`src/design/ptwg_pkg.sv`:
```
// Shared types, constants and register map for the periodic time window gate.
`default_nettype none

package ptwg_pkg;

    localparam int TS_W      = 63;
    localparam int MS_W      = 44;
    localparam int T_W       = MS_W + 1;
    localparam int PH_W      = 32;
    localparam int LVL_W     = 7;
    localparam int REM_W     = 20;
    localparam int QR_W      = REM_W + 1;
    localparam int MUL_W     = 32;
    localparam int ADDR_W    = 5;
    localparam int DATA_W    = 32;
    localparam int DIV_STEPS = 5;
    localparam int DCNT_W    = $clog2(DIV_STEPS);
    localparam int MCNT_W    = $clog2(PH_W);
    localparam int CMD_QDEPTH = 4;

    localparam logic [REM_W-1:0] NS_PER_MS = REM_W'(1000000);
    // floor(2^63 / 1000000); the product with a timestamp is off by at most one
    localparam logic [MS_W-1:0]  MS_RECIP  = 44'd9223372036854;

    localparam logic [PH_W-1:0]  START_RST    = '0;
    localparam logic [PH_W-1:0]  INTERVAL_RST = '0;
    localparam logic [PH_W-1:0]  DURATION_RST = '0;
    localparam logic [PH_W-1:0]  END_RST      = '0;
    localparam logic             END_EN_RST   = 1'b0;
    localparam logic             NORM_RST     = 1'b1;
    localparam logic [LVL_W-1:0] LVL_IN_RST   = LVL_W'(100);
    localparam logic [LVL_W-1:0] LVL_OUT_RST  = '0;

    typedef enum logic [2:0] {
        REG_START    = 3'd0,
        REG_INTERVAL = 3'd1,
        REG_DURATION = 3'd2,
        REG_END      = 3'd3,
        REG_END_EN   = 3'd4,
        REG_NORM     = 3'd5,
        REG_LVL_IN   = 3'd6,
        REG_LVL_OUT  = 3'd7
    } t_reg_idx;

    typedef struct packed {
        logic [PH_W-1:0]  start_ms;
        logic [PH_W-1:0]  interval_ms;
        logic [PH_W-1:0]  duration_ms;
        logic [PH_W-1:0]  end_ms;
        logic             end_enable;
        logic             normalize_time;
        logic [LVL_W-1:0] level_in;
        logic [LVL_W-1:0] level_out;
    } t_cfg;

    typedef struct packed {
        logic [TS_W-1:0] ts;
        logic            in_win;
        logic [PH_W-1:0] phase;
    } t_cmd;

    typedef enum logic [1:0] {
        FR_IDLE,
        FR_DIV,
        FR_NORM,
        FR_CLASS
    } t_fr_state;

    typedef enum logic [1:0] {
        BK_IDLE,
        BK_MOD,
        BK_EMIT
    } t_bk_state;

endpackage

`default_nettype wire

```
`src/design/ptwg_front.sv`:
```
// Front end: ns-to-ms divide, time normalization and window classification.
`default_nettype none

module ptwg_front (
    input  wire logic                         i_clk,
    input  wire logic                         i_rst_n,
    input  wire ptwg_pkg::t_cfg               i_cfg,
    input  wire logic                         i_push,
    input  wire logic [ptwg_pkg::TS_W-1:0]    i_timestamp_ns,
    output logic                              o_full,
    output logic                              o_cmd_push,
    output ptwg_pkg::t_cmd                    o_cmd,
    input  wire logic                         i_cmd_full
);
    import ptwg_pkg::*;

    localparam logic [DCNT_W-1:0] DIV_LAST = DCNT_W'(DIV_STEPS - 1);
    localparam logic [DCNT_W-1:0] STEP_LL  = DCNT_W'(0);
    localparam logic [DCNT_W-1:0] STEP_LH  = DCNT_W'(1);
    localparam logic [DCNT_W-1:0] STEP_HL  = DCNT_W'(2);
    localparam logic [DCNT_W-1:0] STEP_HH  = DCNT_W'(3);

    t_fr_state          r_state, n_state;
    logic [TS_W-1:0]    r_ts;
    logic [MS_W-1:0]    r_quo;
    logic [2*MUL_W-1:0] r_acc;
    logic [DCNT_W-1:0]  r_cnt;
    logic [T_W-1:0]     r_t;
    logic [MS_W-1:0]    r_first;
    logic               r_first_seen;

    logic [MUL_W-1:0]   w_ma;
    logic [MUL_W-1:0]   w_mb;
    logic [2*MUL_W-1:0] w_prod;
    logic [MS_W-2:0]    w_q0_hi;
    logic [QR_W-1:0]    w_qrem;
    logic               w_fix;
    logic [MS_W-1:0]    w_ms;
    logic [MS_W-1:0]    w_first_eff;
    logic [T_W-1:0]     w_start;
    logic [T_W-1:0]     w_end;
    logic [T_W-1:0]     w_diff;
    logic               w_before;
    logic               w_after;
    logic               w_accept;

    // one 32x32 multiplier: four partial products of ts * MS_RECIP, then q0 * 1e6
    always_comb begin
        unique case (r_cnt)
            STEP_LL: begin
                w_ma = r_ts[MUL_W-1:0];
                w_mb = MS_RECIP[MUL_W-1:0];
            end
            STEP_LH: begin
                w_ma = r_ts[MUL_W-1:0];
                w_mb = MUL_W'(MS_RECIP[MS_W-1:MUL_W]);
            end
            STEP_HL: begin
                w_ma = MUL_W'(r_ts[TS_W-1:MUL_W]);
                w_mb = MS_RECIP[MUL_W-1:0];
            end
            STEP_HH: begin
                w_ma = MUL_W'(r_ts[TS_W-1:MUL_W]);
                w_mb = MUL_W'(MS_RECIP[MS_W-1:MUL_W]);
            end
            default: begin
                w_ma = MUL_W'(r_quo[QR_W-1:0]);
                w_mb = MUL_W'(NS_PER_MS);
            end
        endcase
    end

    assign w_prod      = (2*MUL_W)'(w_ma) * (2*MUL_W)'(w_mb);
    assign w_q0_hi     = (MS_W-1)'(r_acc[2*MUL_W-1:MUL_W]) + w_prod[MS_W-2:0];
    // remainder of the estimate lies in [0, 2e6), so its low 21 bits are exact
    assign w_qrem      = r_ts[QR_W-1:0] - w_prod[QR_W-1:0];
    assign w_fix       = w_qrem >= {1'b0, NS_PER_MS};
    assign w_ms        = r_quo;
    assign w_first_eff = r_first_seen ? r_first : w_ms;
    assign w_start     = T_W'(i_cfg.start_ms);
    assign w_end       = T_W'(i_cfg.end_ms);
    assign w_diff      = r_t - w_start;
    assign w_before    = $signed(r_t) < $signed(w_start);
    assign w_after     = i_cfg.end_enable && ($signed(r_t) >= $signed(w_end));
    assign w_accept    = i_push && !o_full;

    always_comb begin
        n_state    = r_state;
        o_full     = 1'b1;
        o_cmd_push = 1'b0;
        o_cmd.ts     = r_ts;
        o_cmd.in_win = !w_before && !w_after;
        o_cmd.phase  = (|w_diff[T_W-1:PH_W]) ? '1 : w_diff[PH_W-1:0];
        unique case (r_state)
            FR_IDLE: begin
                o_full = 1'b0;
                if (i_push) begin
                    n_state = FR_DIV;
                end
            end
            FR_DIV: begin
                if (r_cnt == DIV_LAST) begin
                    n_state = FR_NORM;
                end
            end
            FR_NORM: begin
                n_state = FR_CLASS;
            end
            FR_CLASS: begin
                if (!i_cmd_full) begin
                    o_cmd_push = 1'b1;
                    n_state    = FR_IDLE;
                end
            end
            default: n_state = FR_IDLE;
        endcase
    end

    always_ff @(posedge i_clk) begin
        if (!i_rst_n) begin
            r_state <= FR_IDLE;
        end else begin
            r_state <= n_state;
        end
    end

    always_ff @(posedge i_clk) begin
        if (!i_rst_n) begin
            r_first_seen <= 1'b0;
            r_first      <= '0;
        end else if (r_state == FR_NORM && !r_first_seen) begin
            r_first_seen <= 1'b1;
            r_first      <= w_ms;
        end
    end

    always_ff @(posedge i_clk) begin
        if (w_accept) begin
            r_ts  <= i_timestamp_ns;
            r_cnt <= '0;
        end else if (r_state == FR_DIV) begin
            r_cnt <= r_cnt + 1'b1;
            unique case (r_cnt)
                STEP_LL: begin
                    r_acc <= (2*MUL_W)'(w_prod[2*MUL_W-1:MUL_W]);
                end
                STEP_LH, STEP_HL: begin
                    r_acc <= r_acc + w_prod;
                end
                STEP_HH: begin
                    r_quo <= {w_q0_hi, r_acc[MUL_W-1]};
                end
                default: begin
                    r_quo <= r_quo + MS_W'(w_fix);
                end
            endcase
        end
        if (r_state == FR_NORM) begin
            r_t <= {1'b0, w_ms} - (i_cfg.normalize_time ? {1'b0, w_first_eff} : '0);
        end
    end

endmodule

`default_nettype wire

```
`src/design/ptwg_fifo.sv`:
```
// Small word queue between the front and back ends.
`default_nettype none

module ptwg_fifo #(
    parameter int DEPTH = ptwg_pkg::CMD_QDEPTH
) (
    input  wire logic            i_clk,
    input  wire logic            i_rst_n,
    input  wire logic            i_push,
    input  wire ptwg_pkg::t_cmd  i_data,
    output logic                 o_full,
    input  wire logic            i_pop,
    output ptwg_pkg::t_cmd       o_data,
    output logic                 o_empty
);
    import ptwg_pkg::*;

    localparam int AW = $clog2(DEPTH);
    localparam int CW = $clog2(DEPTH + 1);
    localparam logic [AW-1:0] PTR_LAST = AW'(DEPTH - 1);
    localparam logic [CW-1:0] CNT_FULL = CW'(DEPTH);

    t_cmd            r_mem [DEPTH];
    logic [AW-1:0]   r_wr, r_rd;
    logic [CW-1:0]   r_cnt;
    logic            w_do_push, w_do_pop;

    assign o_full    = r_cnt == CNT_FULL;
    assign o_empty   = r_cnt == '0;
    assign o_data    = r_mem[r_rd];
    assign w_do_push = i_push && !o_full;
    assign w_do_pop  = i_pop && !o_empty;

    always_ff @(posedge i_clk) begin
        if (!i_rst_n) begin
            r_wr  <= '0;
            r_rd  <= '0;
            r_cnt <= '0;
        end else begin
            if (w_do_push) begin
                r_wr <= (r_wr == PTR_LAST) ? '0 : r_wr + 1'b1;
            end
            if (w_do_pop) begin
                r_rd <= (r_rd == PTR_LAST) ? '0 : r_rd + 1'b1;
            end
            if (w_do_push && !w_do_pop) begin
                r_cnt <= r_cnt + 1'b1;
            end else if (w_do_pop && !w_do_push) begin
                r_cnt <= r_cnt - 1'b1;
            end
        end
    end

    always_ff @(posedge i_clk) begin
        if (w_do_push) begin
            r_mem[r_wr] <= i_data;
        end
    end

endmodule

`default_nettype wire

```
`src/design/ptwg_back.sv`:
```
// Back end: phase modulo, level decision and result register.
`default_nettype none

module ptwg_back (
    input  wire logic                         i_clk,
    input  wire logic                         i_rst_n,
    input  wire ptwg_pkg::t_cfg               i_cfg,
    input  wire ptwg_pkg::t_cmd               i_cmd,
    input  wire logic                         i_cmd_empty,
    output logic                              o_cmd_pop,
    input  wire logic                         i_pop,
    output logic                              o_empty,
    output logic [ptwg_pkg::LVL_W-1:0]        o_interest,
    output logic [ptwg_pkg::TS_W-1:0]         o_timestamp_echo
);
    import ptwg_pkg::*;

    localparam logic [MCNT_W-1:0] MOD_LAST = MCNT_W'(PH_W - 1);

    t_bk_state          r_state, n_state;
    logic [TS_W-1:0]    r_ts;
    logic               r_in_win;
    logic [PH_W-1:0]    r_ph;
    logic [PH_W-1:0]    r_rem;
    logic [MCNT_W-1:0]  r_cnt;
    logic [PH_W-1:0]    r_last_phase;
    logic               r_last_vld;
    logic               r_out_vld;
    logic [LVL_W-1:0]   r_out_lvl;
    logic [TS_W-1:0]    r_out_ts;

    logic [PH_W:0]      w_trial;
    logic               w_ge;
    logic [PH_W:0]      w_sub;
    logic               w_ival_zero;
    logic               w_emit;
    logic               w_hit;
    logic [LVL_W-1:0]   w_lvl;

    assign w_trial     = {r_rem, r_ph[PH_W-1]};
    assign w_ge        = w_trial >= {1'b0, i_cfg.interval_ms};
    assign w_sub       = w_trial - {1'b0, i_cfg.interval_ms};
    assign w_ival_zero = i_cfg.interval_ms == '0;

    always_comb begin
        if (!r_in_win) begin
            w_hit = 1'b0;
        end else if (i_cfg.duration_ms == '0) begin
            w_hit = w_ival_zero || !r_last_vld || (r_rem < r_last_phase);
        end else begin
            w_hit = r_rem < i_cfg.duration_ms;
        end
        w_lvl = w_hit ? i_cfg.level_in : i_cfg.level_out;
    end

    always_comb begin
        n_state   = r_state;
        o_cmd_pop = 1'b0;
        w_emit    = 1'b0;
        unique case (r_state)
            BK_IDLE: begin
                if (!i_cmd_empty) begin
                    o_cmd_pop = 1'b1;
                    n_state   = (i_cmd.in_win && !w_ival_zero) ? BK_MOD : BK_EMIT;
                end
            end
            BK_MOD: begin
                if (r_cnt == MOD_LAST) begin
                    n_state = BK_EMIT;
                end
            end
            BK_EMIT: begin
                if (!r_out_vld || i_pop) begin
                    w_emit  = 1'b1;
                    n_state = BK_IDLE;
                end
            end
            default: n_state = BK_IDLE;
        endcase
    end

    always_ff @(posedge i_clk) begin
        if (!i_rst_n) begin
            r_state <= BK_IDLE;
        end else begin
            r_state <= n_state;
        end
    end

    always_ff @(posedge i_clk) begin
        if (!i_rst_n) begin
            r_out_vld    <= 1'b0;
            r_last_vld   <= 1'b0;
            r_last_phase <= '0;
        end else begin
            if (w_emit) begin
                r_out_vld <= 1'b1;
            end else if (i_pop) begin
                r_out_vld <= 1'b0;
            end
            if (w_emit && r_in_win) begin
                r_last_vld   <= 1'b1;
                r_last_phase <= r_rem;
            end
        end
    end

    always_ff @(posedge i_clk) begin
        if (o_cmd_pop) begin
            r_ts     <= i_cmd.ts;
            r_in_win <= i_cmd.in_win;
            r_ph     <= i_cmd.phase;
            r_rem    <= w_ival_zero ? i_cmd.phase : '0;
            r_cnt    <= '0;
        end else if (r_state == BK_MOD) begin
            r_ph  <= {r_ph[PH_W-2:0], 1'b0};
            r_rem <= w_ge ? w_sub[PH_W-1:0] : w_trial[PH_W-1:0];
            r_cnt <= r_cnt + 1'b1;
        end
        if (w_emit) begin
            r_out_lvl <= w_lvl;
            r_out_ts  <= r_ts;
        end
    end

    assign o_empty          = !r_out_vld;
    assign o_interest       = r_out_lvl;
    assign o_timestamp_echo = r_out_ts;

endmodule

`default_nettype wire

```
`src/design/periodic_time_window_gate.sv`:
```
// Periodic time window gate: top level with configuration registers.
//
// Each frame timestamp (ns) is turned into whole milliseconds, optionally made relative
// to the first frame, and mapped to an interest level: level_out outside [start, end)
// (end only when end_enable is set), otherwise level_in while the phase (time since
// start, modulo interval when nonzero) is below duration; a zero duration marks the first
// in-window frame and each wrap, or every in-window frame when interval is zero. One
// result word per input word, in order. The front end does a 5-step reciprocal multiply
// on one 32x32 multiplier for the ns-to-ms divide, then normalizes and classifies; the
// back end's 32-step phase modulo, when it runs, sets the sustained rate. A small queue
// between them and a result register let the next word enter while a result waits to be
// popped. Registers sit at byte address 4*index; write only while the block is idle.
`default_nettype none

module periodic_time_window_gate #(
    parameter int Q_DEPTH = ptwg_pkg::CMD_QDEPTH
) (
    input  wire logic                          i_clk,
    input  wire logic                          i_rst_n,
    input  wire logic                          psel,
    input  wire logic                          penable,
    input  wire logic                          pwrite,
    input  wire logic [ptwg_pkg::ADDR_W-1:0]   paddr,
    input  wire logic [ptwg_pkg::DATA_W-1:0]   pwdata,
    output logic [ptwg_pkg::DATA_W-1:0]        prdata,
    output logic                               pready,
    input  wire logic                          push,
    output logic                               full,
    input  wire logic [ptwg_pkg::TS_W-1:0]     i_timestamp_ns,
    output logic                               empty,
    input  wire logic                          pop,
    output logic [ptwg_pkg::LVL_W-1:0]         o_interest,
    output logic [ptwg_pkg::TS_W-1:0]          o_timestamp_echo
);
    import ptwg_pkg::*;

    t_cfg       r_cfg;
    t_reg_idx   w_idx;
    logic       w_wr;
    logic       w_cmd_push, w_cmd_full, w_cmd_pop, w_cmd_empty;
    t_cmd       w_cmd_in, w_cmd_out;

    assign pready = 1'b1;
    assign w_idx  = t_reg_idx'(paddr[ADDR_W-1:2]);
    assign w_wr   = psel && penable && pwrite && pready;

    always_ff @(posedge i_clk) begin
        if (!i_rst_n) begin
            r_cfg.start_ms       <= START_RST;
            r_cfg.interval_ms    <= INTERVAL_RST;
            r_cfg.duration_ms    <= DURATION_RST;
            r_cfg.end_ms         <= END_RST;
            r_cfg.end_enable     <= END_EN_RST;
            r_cfg.normalize_time <= NORM_RST;
            r_cfg.level_in       <= LVL_IN_RST;
            r_cfg.level_out      <= LVL_OUT_RST;
        end else if (w_wr) begin
            unique case (w_idx)
                REG_START:    r_cfg.start_ms       <= pwdata[PH_W-1:0];
                REG_INTERVAL: r_cfg.interval_ms    <= pwdata[PH_W-1:0];
                REG_DURATION: r_cfg.duration_ms    <= pwdata[PH_W-1:0];
                REG_END:      r_cfg.end_ms         <= pwdata[PH_W-1:0];
                REG_END_EN:   r_cfg.end_enable     <= pwdata[0];
                REG_NORM:     r_cfg.normalize_time <= pwdata[0];
                REG_LVL_IN:   r_cfg.level_in       <= pwdata[LVL_W-1:0];
                REG_LVL_OUT:  r_cfg.level_out      <= pwdata[LVL_W-1:0];
                default: ;
            endcase
        end
    end

    always_comb begin
        unique case (w_idx)
            REG_START:    prdata = DATA_W'(r_cfg.start_ms);
            REG_INTERVAL: prdata = DATA_W'(r_cfg.interval_ms);
            REG_DURATION: prdata = DATA_W'(r_cfg.duration_ms);
            REG_END:      prdata = DATA_W'(r_cfg.end_ms);
            REG_END_EN:   prdata = DATA_W'(r_cfg.end_enable);
            REG_NORM:     prdata = DATA_W'(r_cfg.normalize_time);
            REG_LVL_IN:   prdata = DATA_W'(r_cfg.level_in);
            REG_LVL_OUT:  prdata = DATA_W'(r_cfg.level_out);
            default:      prdata = '0;
        endcase
    end

    ptwg_front u_front (
        .i_clk          (i_clk),
        .i_rst_n        (i_rst_n),
        .i_cfg          (r_cfg),
        .i_push         (push),
        .i_timestamp_ns (i_timestamp_ns),
        .o_full         (full),
        .o_cmd_push     (w_cmd_push),
        .o_cmd          (w_cmd_in),
        .i_cmd_full     (w_cmd_full)
    );

    ptwg_fifo #(
        .DEPTH (Q_DEPTH)
    ) u_fifo (
        .i_clk   (i_clk),
        .i_rst_n (i_rst_n),
        .i_push  (w_cmd_push),
        .i_data  (w_cmd_in),
        .o_full  (w_cmd_full),
        .i_pop   (w_cmd_pop),
        .o_data  (w_cmd_out),
        .o_empty (w_cmd_empty)
    );

    ptwg_back u_back (
        .i_clk            (i_clk),
        .i_rst_n          (i_rst_n),
        .i_cfg            (r_cfg),
        .i_cmd            (w_cmd_out),
        .i_cmd_empty      (w_cmd_empty),
        .o_cmd_pop        (w_cmd_pop),
        .i_pop            (pop),
        .o_empty          (empty),
        .o_interest       (o_interest),
        .o_timestamp_echo (o_timestamp_echo)
    );

endmodule

`default_nettype wire
```
`config.mk`:
```
export PLATFORM = sky130hd
export DESIGN_NAME = periodic_time_window_gate
export DESIGN_NICKNAME = d
export VERILOG_FILES = /design/src/design/ptwg_pkg.sv /design/src/design/ptwg_front.sv /design/src/design/ptwg_fifo.sv /design/src/design/ptwg_back.sv /design/src/design/periodic_time_window_gate.sv
export SDC_FILE = /design/constraint.sdc
export NUM_CORES = 2
export LEC_CHECK = 0
export BUFFER_PORTS_ARGS = -buffer_cell sky130_fd_sc_hd__buf_2
export CORE_MARGIN = 3
export CORE_UTILIZATION = 60
export CTS_CLUSTER_DIAMETER = 100
export DETAILED_ROUTE_END_ITERATION = 8
export GPL_TIMING_DRIVEN = 0
export PLACE_DENSITY = 0.82
export SLEW_MARGIN = 10
export SYNTH_ARGS = -nofsm -noshare
export SYNTH_HDL_FRONTEND = slang
export SYNTH_HIERARCHICAL = 1
export SYNTH_SLANG_ARGS = --single-unit
```
`constraint.sdc`:
```
create_clock -name i_clk -period 23.3 [get_ports i_clk]
set_clock_uncertainty 0.1 [all_clocks]
set_input_delay 1.165 -clock i_clk [delete_from_list [all_inputs] [get_ports i_clk]]
set_output_delay 1.165 -clock i_clk [all_outputs]
set_load 0.01 [all_outputs]
```
# Word level (Yosys, flattened, before mapping)
# Memories as Yosys holds them, arrays and structs flattened. A register that Yosys moved wholly into a read port is not among the register bits.
# Index checks and enable logic that the tools add are counted.
dict set report classes {
  muxes 43
  eq_ne 26
  magnitude_cmp 6
  mul 1
  reduce_logical 55
  addsub 13
  n_bitwise 2
}
# op n
set ops {}
lappend ops {{case mux 32 bit (8 select lines)} 1}
lappend ops {{two-way mux 32 bit} 7}
lappend ops {{case mux 64 bit (2 select lines)} 1}
lappend ops {{two-way mux 44 bit} 2}
lappend ops {{case mux 44 bit (2 select lines)} 1}
lappend ops {{adder 64 bit} 1}
lappend ops {{zero test 32 bit} 2}
lappend ops {{less-than comparator 32 bit} 2}
lappend ops {{case mux 32 bit (2 select lines)} 1}
lappend ops {{multiplier 32 x 31 -> 63 bit} 1}
lappend ops {{case mux 31 bit (2 select lines)} 1}
lappend ops {{>= comparator 45 x 33 -> 1 bit} 1}
lappend ops {{less-than comparator 45 x 33 -> 1 bit} 1}
lappend ops {{subtractor 44 x 45 -> 45 bit} 1}
lappend ops {{subtractor 45 x 32 -> 45 bit} 1}
lappend ops {{adder 44 x 1 -> 44 bit} 1}
lappend ops {{adder 32 x 43 -> 43 bit} 1}
lappend ops {{>= comparator 33 x 32 -> 1 bit} 1}
lappend ops {{subtractor 32 bit} 1}
lappend ops {{two-way mux 2 bit} 11}
lappend ops {{>= comparator 21 x 20 -> 1 bit, second input constant} 1}
lappend ops {{subtractor 21 bit} 1}
lappend ops {{== test 3 bit, second input constant} 6}
lappend ops {{AND reduction 2 bit} 8}
lappend ops {{27 further kinds} 91}
dict set report word_totals {
  reg_bits 656
  n_memories 1
  inputBits 107
  ramBits 384
  wordCells 177
  out_inout_bits 105
}
# memory depth word_bits rd rd_clocked_by_memory_dff wr line
set mem_list {}
lappend mem_list {u_fifo.r_mem 4 96 1 1 1 ptwg_fifo.sv:23} ;# t_cmd r_mem [DEPTH];

# Logic depth before layout (Yosys ltp)
dict set report logic_depth {
  depth_word 8
  mapped_depth 55
  mapped_depth_nobuf 52
}

# By module
# Netlist, hierarchy kept.
# mod cells_per_inst n_inst area_per_inst_um2
set modules_own_cells {}
lappend modules_own_cells {ptwg_front 4983 1 46616.0}
lappend modules_own_cells {ptwg_fifo 553 1 14332.5}
lappend modules_own_cells {ptwg_back 1116 1 12180.4}
lappend modules_own_cells {periodic_time_window_gate 647 1 6093.3}

# Worst setup path before layout
# No wires, ideal clock.
dict set report synth_path {
  path_type {register to register}
  startpoint {register u_front.r_cnt[2]}
  endpoint {register u_front.r_acc[59], data pin}
  synth_period_minus_slack_ps 11923
  stages_incl_launch_ff 49
  path_slack_ps 11377
  setup_time_ps 266
  required_time_ps 22934
  t_arrival_ps 11557
  cell_sequence {dfxtp_1 > clkbuf_1 > inv_1 > ha_1 > clkbuf_1 > a21o_1 > clkbuf_1 > nor2_1 > clkbuf_1 > nand2_1 > inv_1 > nor2_1 > nor2_1 > fa_1 > fa_1 > fa_1 > inv_1 > fa_1 > [13 not listed] > nor3b_2 > o31ai_4 > o31ai_2 > a221oi_4 > xnor2_1 > ha_1 > clkbuf_1 > a21o_1 > a21o_1 > a21oi_1 > o221ai_1 > or3_1 > o22ai_1 > o41ai_2 > a211o_1 > a21oi_1 > xor2_1 > nor2_1}
}
dict set report synth_between {
  elab_chain_cells 6
  elab_cells_between_ends 14
  cone_classes {add/sub: 1; mul: 1; eq/ne: 3; mux: 3; reduce/logical: 6}
}
# item line
set synth_lines {}
lappend synth_lines {{start, declared} ptwg_front.sv:27} ;# logic [DCNT_W-1:0] r_cnt;
lappend synth_lines {{start signal, assigned} ptwg_front.sv:142} ;# r_cnt <= r_cnt + 1'b1;
lappend synth_lines {{== test 3 x 2 -> 1 bit, or another cell as far along} ptwg_front.sv:49} ;# unique case (r_cnt)
lappend synth_lines {{OR reduction 2 bit (no source line)} --}
lappend synth_lines {{case mux 32 bit (2 select lines) / case mux 31 bit (2 select lines) (equally long branches)} ptwg_front.sv:49}
lappend synth_lines {{multiplier 32 x 31 -> 63 bit} ptwg_front.sv:73} ;# assign w_prod = (2*MUL_W)'(w_ma) * (2*MUL_W)'(w_mb);
lappend synth_lines {{adder 64 bit} ptwg_front.sv:148} ;# r_acc <= r_acc + w_prod;
lappend synth_lines {{case mux 64 bit (2 select lines) *} ptwg_front.sv:143} ;# unique case (r_cnt)
lappend synth_lines {{end signal, assigned} ptwg_front.sv:145} ;# r_acc <= (2*MUL_W)'(w_prod[2*MUL_W-1:MUL_W]);
lappend synth_lines {{end signal, assigned} ptwg_front.sv:148}
lappend synth_lines {{end, declared} ptwg_front.sv:26} ;# logic [2*MUL_W-1:0] r_acc;
# Mark *: on every way between the ends. The rest lies on a longest branch, timed or not.
# A chain may end at the register's enable or synchronous reset.

# Worst setup path in the final report
dict set report layout_path {
  startpoint {register u_front.r_cnt[2]}
  endpoint {register u_front.r_quo[40], data pin}
}
dict set report layout_between {
  elab_chain_cells 8
  elab_cells_between_ends 17
  cone_classes {add/sub: 3; mul: 1; order compare: 1; eq/ne: 3; mux: 3; reduce/logical: 6}
}
# item line
set layout_lines {}
lappend layout_lines {{== test 3 x 2 -> 1 bit, or another cell as far along} {ptwg_front.sv:49, ptwg_front.sv:143}}
lappend layout_lines {{OR reduction 2 bit (no source line)} --}
lappend layout_lines {{case mux 32 bit (2 select lines) / case mux 31 bit (2 select lines) (equally long branches)} ptwg_front.sv:49}
lappend layout_lines {{multiplier 32 x 31 -> 63 bit} ptwg_front.sv:73}
lappend layout_lines {{subtractor 21 bit} ptwg_front.sv:76} ;# assign w_qrem = r_ts[QR_W-1:0] - w_prod[QR_W-1:0];
lappend layout_lines {{>= comparator 21 x 20 -> 1 bit} ptwg_front.sv:77} ;# assign w_fix = w_qrem >= {1'b0, NS_PER_MS};
lappend layout_lines {{adder 44 x 1 -> 44 bit} ptwg_front.sv:154} ;# r_quo <= r_quo + MS_W'(w_fix);
lappend layout_lines {{case mux 44 bit (2 select lines) *} ptwg_front.sv:143}
lappend layout_lines {{end signal, assigned} ptwg_front.sv:151} ;# r_quo <= {w_q0_hi, r_acc[MUL_W-1]};
lappend layout_lines {{end signal, assigned} ptwg_front.sv:154}
lappend layout_lines {{end, declared} ptwg_front.sv:25} ;# logic [MS_W-1:0] r_quo;
# Marked as above.

==> impl_metrics.toml <==
[sta]
tns_ns = 0
worst_pin_slew_ns = 1.43
setup_viol = 0
worst_slack_ns = 6.77
hold_violations = 0
fmax_mhz = 60.5
holdWs_ns = 0.313
slew_headroom_pct = 4.31
fin_crit_ns = 16.53
post-route-period-util_pct = 71.0
rsz0062_at_grt = "no"
drv_slew = 0

[logic_synthesis]
yosysUniqueCellTypes = 116
ys_seq_area_share_pct = 36.4
synth.cell_area_um2 = 79200
synth_flop_cell = "edfxtp_1"
synthCells = 7299
ys_seq_elements = 1042
synthArstFlopShare_pct = 0
ys_warn_count = 6
synth.avg_cell_area_um2 = 10.9
synth_edf_count = 798

[setup_path]
crit_arrival_ns = 16.89
endpoint_kind = "flop"
cpLargestDelayFamily = "adder cells"
worst_path_max_delay_cell = "xnor2_1"
path_class = "reg2reg"
required_ns = 23.66
path_buf_inv = 11
ff2ff_setup_slack_ns = 6.77
cpPeakStageDelay_ns = 1.04
worstSetupStartpointType = "flop"
crit_path_max_fanout = 10

[route]
dr_total_vias = 59000
firstDrtPassIters = 6
wl_per_cell_um = 25.9
via_per_inst = 6.19
wl_um = 246000
drc = 0
drt.antenna.violating_nets = 0
drt_iter0_drc = 6226

[global_route]
grt_usage_pct = 36.3
grt_pass1_vias = 59300
grt_max_degree = 61
grt_pass1_wl_um = 369000
gr-total-overflow = 0
antenna_found_initial = 9

[place]
place_inst = 9314
portBuffers = 207
gp_congestion = 1.00
place_hpwl_um = 197000
pre_cts_slack_ns = 6.60

[cells_and_area]
instances_no_fill = 9522
layout-drive-gt1-share_pct = 9.95
layout.nets = 9143
fillers = 9892
syn_to_final_growth_pct = 9.58

[floorplan]
initial_core_util_pct = 60.8
coreArea_um2 = 130000
rows = 132
die_y_um = 369
ios = 212
dieArea_um2 = 136000
die_w_um = 369

[clocking]
post_cts_resized = 0
cts_buffers = 108
cts_setup_buffers = 0
cts_root_buf = "clkbuf_16"
cts_tree = "yes"
clk_path_buf_depth = 3
clock_latency_ns = 0.77
clk_pin_slew_ns = 0.07
cts_sinks = 1042
htreeDepth = 3
holdBufCountCts = 0

[run]
maxCapViolCount = 0

[min_path]
hp-class = "reg2reg"

[outcome]
outcome = "completed"
[logic make-up (layout without fill, tap and decap cells)]
logic type / Yosys count / in the layout / share of synthesized area [%]
AO/OA/AOI/OAI: 1374 / 1374 / 11.3
XOR/XNOR: 297 / 297 / 3.32
adder cells (fa/ha/maj): 1353 / 1353 / 27.2
buffers and inverters: 1303 / 1738 / 6.49
flip-flops: 1042 / 1042 / 36.4
multiplexers: 232 / 232 / 4.99
other: 3 / 49 / 0.0142
AND/OR/NAND/NOR: 1695 / 1695 / 10.2
[layout make-up]
class                   count  area (µm²)  area share [%]
diodes                      4        10.0          0.0115
well taps                1742        2180            2.51
clock buffers             147        2940            3.39
plain buffers             242        1170            1.34
flip-flops and latches   1042       28800            33.2
clock inverters            56         699           0.806
inverters                1061        3980            4.59
multi-input cells        4996       45500            52.4
repair buffers            232        1500            1.72
[through the flow]
stage / util, % / instance area, µm²
finish: 66.6 / 86800
global route: 66.6 / 86800
CTS: 66.6 / 86800
detailed placement: 63.8 / 83100
global placement: 63.4 / 82600
floorplan: - / 79400
[state kept, by name, summed over array words and instances, names as in the netlist, 45 cells and up, named ones only]
signal	flops
u_front/r_acc	64
u_front/r_ts	63
u_back/o_timestamp_echo	63
u_back/r_ts	63
u_front/r_t	45
r_cfg	144
u_fifo/r_mem	384
[placed cells by master, fill, tap and decap left out, types with 36 or more instances in the layout]
cell / n
inv_1: 1061
edfxtp_1: 798
ha_1: 734
nand2_1: 625
fa_1: 618
a21oi_1: 345
nor2_1: 316
o21ai_0: 300
nand3_1: 251
buf_2: 246
dfxtp_1: 244
clkbuf_1: 189
a21o_1: 180
xnor2_1: 179
mux4_2: 124
clkbuf_16: 109
xor2_1: 109
a21boi_0: 88
nor2b_1: 77
nand4_1: 68
mux2_2: 61
nand2b_1: 59
and3_1: 48
mux2i_1: 47
nor3_1: 47
and2_1: 46
conb_1: 45
a22o_1: 44
a31oi_1: 43
a211oi_1: 39
o21bai_1: 38
o21a_1: 36
[layer usage]
| layer | wire [µm] | track usage [%] | vias up |
|---|---|---|---|
| met5 | 64 | 0 | - |
| met4 | 14500 | 18.1 | 8 |
| met3 | 21600 | 6.07 | 651 |
| met2 | 114000 | 57.9 | 2963 |
| met1 | 95700 | 48.4 | 29200 |
| li1 | - | - | 26100 |
[path summary, 6_finish.rpt]
kind / start / cells after the start / to
max: u_front/r_cnt[2] / 46 / u_front/r_quo[40]
min: u_back/r_ts[53] / 0 / u_back/o_timestamp_echo[53]
max reg2reg: u_front/r_cnt[2] / 46 / u_front/r_quo[40]
min reg2reg: u_back/r_ts[53] / 0 / u_back/o_timestamp_echo[53]
[synth_stat cells, drive strengths merged, types with 47 or more instances]
cell type	number	area, µm²
a21boi	89	672
a21o	180	1350
a21oi	353	1790
and2	51	322
and3	49	308
buf	82	559
clkbuf	160	602
dfxtp	244	4880
edfxtp	798	24000
fa	618	12400
ha	735	9200
inv	1061	3980
mux2	61	687
mux2i	47	470
mux4	124	2790
nand2	625	2350
nand2b	59	369
nand3	261	1360
nand4	68	425
nor2	325	1220
nor2b	79	497
nor3	50	260
o21ai	369	1980
xnor2	186	1640
xor2	110	963
Power is left out: the tool's default activity adds up to more than one toggle a clock period on the data nets, which glitch-free logic cannot reach.
